--- src/hw/rtl/tstbe_pkg.sv ---
// Shared types and constants for the time-sorted table with size budget.
// No dependencies; imported by every module of the block.
package tstbe_pkg;

    localparam int SIZE_W        = 40;
    localparam int TIME_W        = 32;
    localparam int TOTAL_W       = 44;
    localparam int COUNT_OUT_W   = 5;
    localparam int DEPTH_DEFAULT = 16;

    localparam logic [TOTAL_W-1:0] BUDGET_RESET = 44'd34359738368;

    localparam logic CMD_INSERT  = 1'b0;
    localparam logic CMD_ENFORCE = 1'b1;

    localparam logic STATUS_OK   = 1'b0;
    localparam logic STATUS_FULL = 1'b1;

    typedef logic [1:0] cell_op_t;
    localparam cell_op_t OP_HOLD   = 2'd0;
    localparam cell_op_t OP_INSERT = 2'd1;
    localparam cell_op_t OP_REMOVE = 2'd2;

    typedef struct packed {
        logic              cmd;
        logic [SIZE_W-1:0] entry_size;
        logic [TIME_W-1:0] entry_time;
    } req_t;

    typedef struct packed {
        logic                   status;
        logic                   evicted_valid;
        logic [SIZE_W-1:0]      evicted_size;
        logic [TIME_W-1:0]      evicted_time;
        logic [TOTAL_W-1:0]     total_size;
        logic [COUNT_OUT_W-1:0] entry_count;
        logic                   last;
    } result_t;

    typedef struct packed {
        logic [SIZE_W-1:0] size;
        logic [TIME_W-1:0] stamp;
    } entry_t;

    typedef struct packed {
        cell_op_t op;
        entry_t   new_ent;
    } cell_ctl_t;

    typedef struct packed {
        logic   valid;
        entry_t ent;
    } token_t;

endpackage

--- src/hw/rtl/tstbe_cell.sv ---
// One slot of the time-ordered table: holds an entry, takes part in the
// insert position chain and the minimum-size token chain. Uses tstbe_pkg.
module tstbe_cell
    import tstbe_pkg::*;
#(
    parameter int IDX     = 0,
    parameter int CNT_W   = 5,
    parameter int IDX_W   = 4
)
(
    input  logic             clk,
    input  logic             rst_n,
    input  cell_ctl_t        ctl,
    input  logic [CNT_W-1:0] count,
    input  logic [IDX_W-1:0] rm_idx,
    input  entry_t           left_ent,
    input  entry_t           right_ent,
    input  logic             keep_in,
    output logic             keep_out,
    input  token_t           tok_in,
    input  logic [IDX_W-1:0] tok_in_idx,
    output token_t           tok_out,
    output logic [IDX_W-1:0] tok_out_idx,
    output entry_t           ent
);

    entry_t           ent_reg;
    entry_t           ent_next;
    token_t           tok_reg;
    token_t           tok_next;
    logic [IDX_W-1:0] tok_idx_reg;
    logic [IDX_W-1:0] tok_idx_next;
    logic             occ;
    logic             before_new;
    logic             take_own;

    assign occ = CNT_W'(IDX) < count;

    // slot 0 stays ahead of the new entry on equal time, later slots only on smaller time
    always_comb
    begin
        if (IDX == 0)
        begin
            before_new = ent_reg.stamp <= ctl.new_ent.stamp;
        end
        else
        begin
            before_new = ent_reg.stamp < ctl.new_ent.stamp;
        end
    end

    assign keep_out = keep_in & occ & before_new;

    always_comb
    begin
        ent_next = ent_reg;
        case (ctl.op)
            OP_INSERT:
            begin
                if (!keep_in)
                begin
                    ent_next = left_ent;
                end
                else if (!keep_out)
                begin
                    ent_next = ctl.new_ent;
                end
            end
            OP_REMOVE:
            begin
                if (IDX_W'(IDX) >= rm_idx)
                begin
                    ent_next = right_ent;
                end
            end
            default:
            begin
                ent_next = ent_reg;
            end
        endcase
    end

    // replace the passing candidate only on strictly smaller size
    assign take_own = occ & (!tok_in.valid | (ent_reg.size < tok_in.ent.size));

    always_comb
    begin
        if (take_own)
        begin
            tok_next.valid = 1'b1;
            tok_next.ent   = ent_reg;
            tok_idx_next   = IDX_W'(IDX);
        end
        else
        begin
            tok_next     = tok_in;
            tok_idx_next = tok_in_idx;
        end
    end

    always_ff @(posedge clk)
    begin
        ent_reg <= ent_next;
    end

    always_ff @(posedge clk or negedge rst_n)
    begin
        if (!rst_n)
        begin
            tok_reg     <= '0;
            tok_idx_reg <= '0;
        end
        else
        begin
            tok_reg     <= tok_next;
            tok_idx_reg <= tok_idx_next;
        end
    end

    assign ent         = ent_reg;
    assign tok_out     = tok_reg;
    assign tok_out_idx = tok_idx_reg;

endmodule

--- config.mk ---
export PLATFORM = sky130hd
export DESIGN_NAME = tstbe_cell
export DESIGN_NICKNAME = d
export VERILOG_FILES = /design/src/hw/rtl/tstbe_pkg.sv /design/src/hw/rtl/tstbe_cell.sv
export SDC_FILE = /design/constraint.sdc
export NUM_CORES = 1
export LEC_CHECK = 0
export BUFFER_PORTS_ARGS = -buffer_cell sky130_fd_sc_hd__buf_2
export CAP_MARGIN = 20
export CORE_AREA = 2 2 180 182
export DETAILED_ROUTE_END_ITERATION = 10
export DIE_AREA = 0 0 182 184
export GPL_TIMING_DRIVEN = 0
export PLACE_DENSITY = 0.56
export SLEW_MARGIN = 20
export SYNTH_ARGS = -nofsm -noshare
export SYNTH_HDL_FRONTEND = slang
export SYNTH_SLANG_ARGS = --single-unit
--- constraint.sdc ---
create_clock -name clk -period 9.3 [get_ports clk]
set_input_delay 1.395 -clock clk [delete_from_list [all_inputs] [get_ports clk]]
set_output_delay 1.395 -clock clk [all_outputs]
set_load 0.02 [all_outputs]
==> out/qor.txt <==
STATUS
--------------------------------------------------------------------------------------------------
Status                                                                                finished clean

FINAL LAYOUT
--------------------------------------------------------------------------------------------------
Filler cell count in the final layout                                                         3191
Post-layout instance count excluding filler cells                                             1631
Nets                                                                                          1594
Ratio of cells with drive above 1 in the final layout                                        0.448
Antenna fix cells                                                                                0
Number of flip-flops under the largest register name                                            73
Area growth syn-to-layout                                                                    41.4%

LOGIC SYNTHESIS
--------------------------------------------------------------------------------------------------
Number of storage elements in the synthesis netlist                                            149
Synthesized netlist net count                                                                 1116
Yosys warning count                                                                              0
Cell types with the largest area share after synthesis                                edfxtp_1 26%, dfrtp_1 23%, ha_1 11%
Average size of a mapped cell                                                           11.4 sq um
Share of synthesized flip-flops with an asynchronous set or reset                            0.517
Cell accounting for the most synthesized area                                             edfxtp_1
Distinct cell type count of the synthesized netlist                                             38
Cell count after synthesis                                                                     738
Sequential cell area fraction in the yosys report                                            0.486
Share of the synthesized area in the top cell type                                           0.257
Prevailing post-synth register cell                                                        dfrtp_1
Number of enable-type register cells in the synthesized netlist                                 72
Mapped cell area                                                                      0.00841 sq mm

TIMING
--------------------------------------------------------------------------------------------------
Upper clock frequency limit                                                              0.201 GHz
Fraction of the cycle the final worst path needs                                             0.534
RSZ-0062 raised after global routing                                                         false
Sum of negative setup slack                                                                   0 ns
Max-slew violation count                                                                         0
Worst Max-Slew Pin Slew                                                                    1.06 ns
Crit path setup slack, layout                                                              4.33 ns
Rel. slew slack                                                                              0.294
Worst Clk Skew                                                                           0.0108 ns
Fin. Hold Viols                                                                                  0
Final number of setup-violating endpoints                                                        0
Time the worst path needs with I/O delays and setup                                        4.97 ns
Minimum hold slack                                                                        0.526 ns

CRITICAL PATH
--------------------------------------------------------------------------------------------------
Flop2flop setup slack                                                                      5.68 ns
Cell chain of the critical path                                                       buf_2 > inv_1 > ha_1 > nand4_1 > nor4_1 > a21bo_2 > a31oi_1 > a2111oi_0 > o211a_1 > buf_2
Sort of element at the start of the critical path                                       input port
Arrival time worst endpoint                                                                3.57 ns
Startpoint of the most critical register-to-register path                                  ent[15]
Worst path required time                                                                   7.91 ns
Worst Setup End Kind                                                                   output port
Largest stage delay on the critical path                                                   0.38 ns
Slowest library cell on the worst path                                                      nor4_1
CP most frequent cell                                                                        buf_2
Type of the setup path with the least slack                                              in -> out
Number of cells on the worst reg-to-reg path                                                    10
Worst-path maximum fanout                                                                        3
End of the worst register-to-register path                                                 ent[61]

CLOCKING
--------------------------------------------------------------------------------------------------
Number of buffers inserted during clock tree synthesis                                          17
TritonCTS clock tree                                                                           yes
Clk_lat worst skew                                                                         0.44 ns
Clock root cell                                                                          clkbuf_16
Clock transition time at the flip-flop clock pins of the worst setup and hold paths        0.06 ns
Maximum number of buffers from clock root to sink                                                2
Cts repair resizes                                                                               0
CTS H-Tree Depth                                                                                 4
Number of hold buffers added after CTS                                                           0
Buffers inserted by post-CTS timing repair                                                       0
Num Clock Sinks                                                                                149

POWER AND IR DROP
--------------------------------------------------------------------------------------------------
Total power draw                                                                           1.88 mW
Maximum vdd ir drop                                                                     0.000112 V
Leakage Power                                                                              5.96 nW
Power per cell area                                                                    158 mW/mm^2

ROUTE
--------------------------------------------------------------------------------------------------
Number of detailed-routing iterations run before antenna repair                                  5
DRC viols                                                                                        0
Aggregate routed wire length                                                          30700 microns
DRC violation total after the first TritonRoute iteration                                      252
Routed vias                                                                                   7427
Per-cell via count in the routed design                                                       4.55
Routed WL per cell                                                                    18.8 microns
Remaining antenna violation count                                                                0

FLOORPLANNING
--------------------------------------------------------------------------------------------------
Count of boundary I/O pins                                                                     457
Die area                                                                              0.0335 sq mm
Starting density of the core                                                                 0.268
Die outline height                                                                     184 microns
Placement row count                                                                             65
Die width                                                                              182 microns
Core outline area                                                                     0.0314 sq mm

GLOBAL ROUTING
--------------------------------------------------------------------------------------------------
Largest net degree at the start of global routing                                               50
Total congestion overflow after global routing                                                   0
Global Route Usage Sum                                                                       0.178
Number of global-route vias before repair                                                     7566
Initial antenna violation count                                                                  0
Global-route wire length before repair                                                44200 microns

PLACEMENT
--------------------------------------------------------------------------------------------------
Placed Instances                                                                              1599
Setup WS pre-CTS                                                                           4.06 ns
Half-perimeter wire length after detailed placement                                   25400 microns
Quantity of I/O buffers inserted on ports                                                      455
Routability congestion estimate                                                              0.858

MIN PATH
--------------------------------------------------------------------------------------------------
Number of cells on the worst hold path                                                           1
Startpoint of the tightest hold check path                                                 ent[32]
Worst min-delay path endpoint                                                          tok_out[32]
Hold WC Path Type                                                                       reg -> reg

FLOW RUN
--------------------------------------------------------------------------------------------------
Number of max-cap violations                                                                     0

logic make-up after synthesis:
kind of cell / count (synthesis) / share of synthesized area
flip-flops: 149 / 0.486
multiplexers: 144 / 0.198
AO/OA/AOI/OAI: 130 / 0.0852
AND/OR/NAND/NOR: 141 / 0.0739
adder cells (fa/ha/maj): 71 / 0.106
buffers and inverters: 103 / 0.0509
through the flow:
stage / area [sq um] / util
5_1_grt: 11900 / 0.379
4_1_cts: 11900 / 0.379
2_1_floorplan: 8410 / -
3_3_place_gp: 11200 / 0.356
3_5_place_dp: 11300 / 0.360
6_report: 11900 / 0.379
worst max path at each step:
stage	start	to	slack [ns]
floorplan	ctl[15]	ent[0]	0.70
detailed placement	ctl[72]	ent[59]	4.06
CTS	ctl[15]	keep_out	4.26
global placement	ctl[30]	ent[59]	-2.94
global route	ctl[15]	keep_out	4.07
finish	ctl[15]	keep_out	4.33
synth_stat cells, drive strengths merged, types with 4 or more instances:
master / number
nand2: 92
o21ai: 83
dfrtp: 77
edfxtp: 72
mux2: 72
mux2i: 72
ha: 71
inv: 71
a21oi: 25
clkbuf: 21
buf: 11
nand4: 10
nor2: 10
nand3: 7
a211oi: 5
a21o: 4
and2: 4
nor4: 4
per-layer routing:
| metal | routed length, microns | share of wire | up-vias | track usage |
|---|---|---|---|---|
| li1 | - | - | 3588 | - |
| met5 | 0 | 0 | - | 0 |
| met1 | 12900 | 0.42 | 3521 | 0.219 |
| met3 | 1720 | 0.056 | 36 | 0.0398 |
| met4 | 604 | 0.020 | 0 | 0.0568 |
| met2 | 15400 | 0.50 | 282 | 0.310 |
cell usage in the layout (no fill, tap or decap), types with 5 or more instances in the layout:
cell	netlist	routed
a211oi_1	5	5
edfxtp_1	72	72
clkbuf_1	21	20
clkbuf_16	0	17
clkinvlp_4	0	5
clkinv_2	0	5
a21oi_1	25	25
nand2_1	92	92
ha_1	71	71
buf_2	3	457
mux2_2	13	13
dfrtp_1	77	77
nand4_1	10	10
mux2_1	23	23
buf_6	5	5
nor2_1	10	10
mux2_4	36	36
inv_1	71	71
o21ai_0	81	80
nand3_1	7	7
mux2i_1	72	72
final cells by class:
| type | count | area (sq um) | area share |
|---|---|---|---|
| Sequential cell | 149 | 4090 | 0.344 |
| Multi-Input combinational cell | 486 | 3910 | 0.328 |
| Timing Repair Buffer | 459 | 2390 | 0.201 |
| Tap cell | 402 | 503 | 0.0423 |
| Clock buffer | 18 | 439 | 0.0369 |
| Inverter | 71 | 267 | 0.0224 |
| Buffer | 32 | 163 | 0.0137 |
| Clock inverter | 14 | 135 | 0.0114 |
worst max-delay path: cells and delay by family:
| family | cells | cell delay, ns |
|---|---|---|
| adders and majority gates | 1 | 0.30 |
| AOI/OAI and AO/OA | 4 | 1.03 |
| and+or+nand+nor | 2 | 0.53 |
| buffers and inverters | 3 | 0.32 |
report_power, final:
group	leakage (nW)	switching, mW	total [mW]	internal (mW)
Combinational	4.11	0.237	0.420	0.183
Clock	0.271	0.287	0.685	0.399
Sequential	1.58	0.0250	0.777	0.752
No activity file was read; power rests on OpenSTA's default activity.
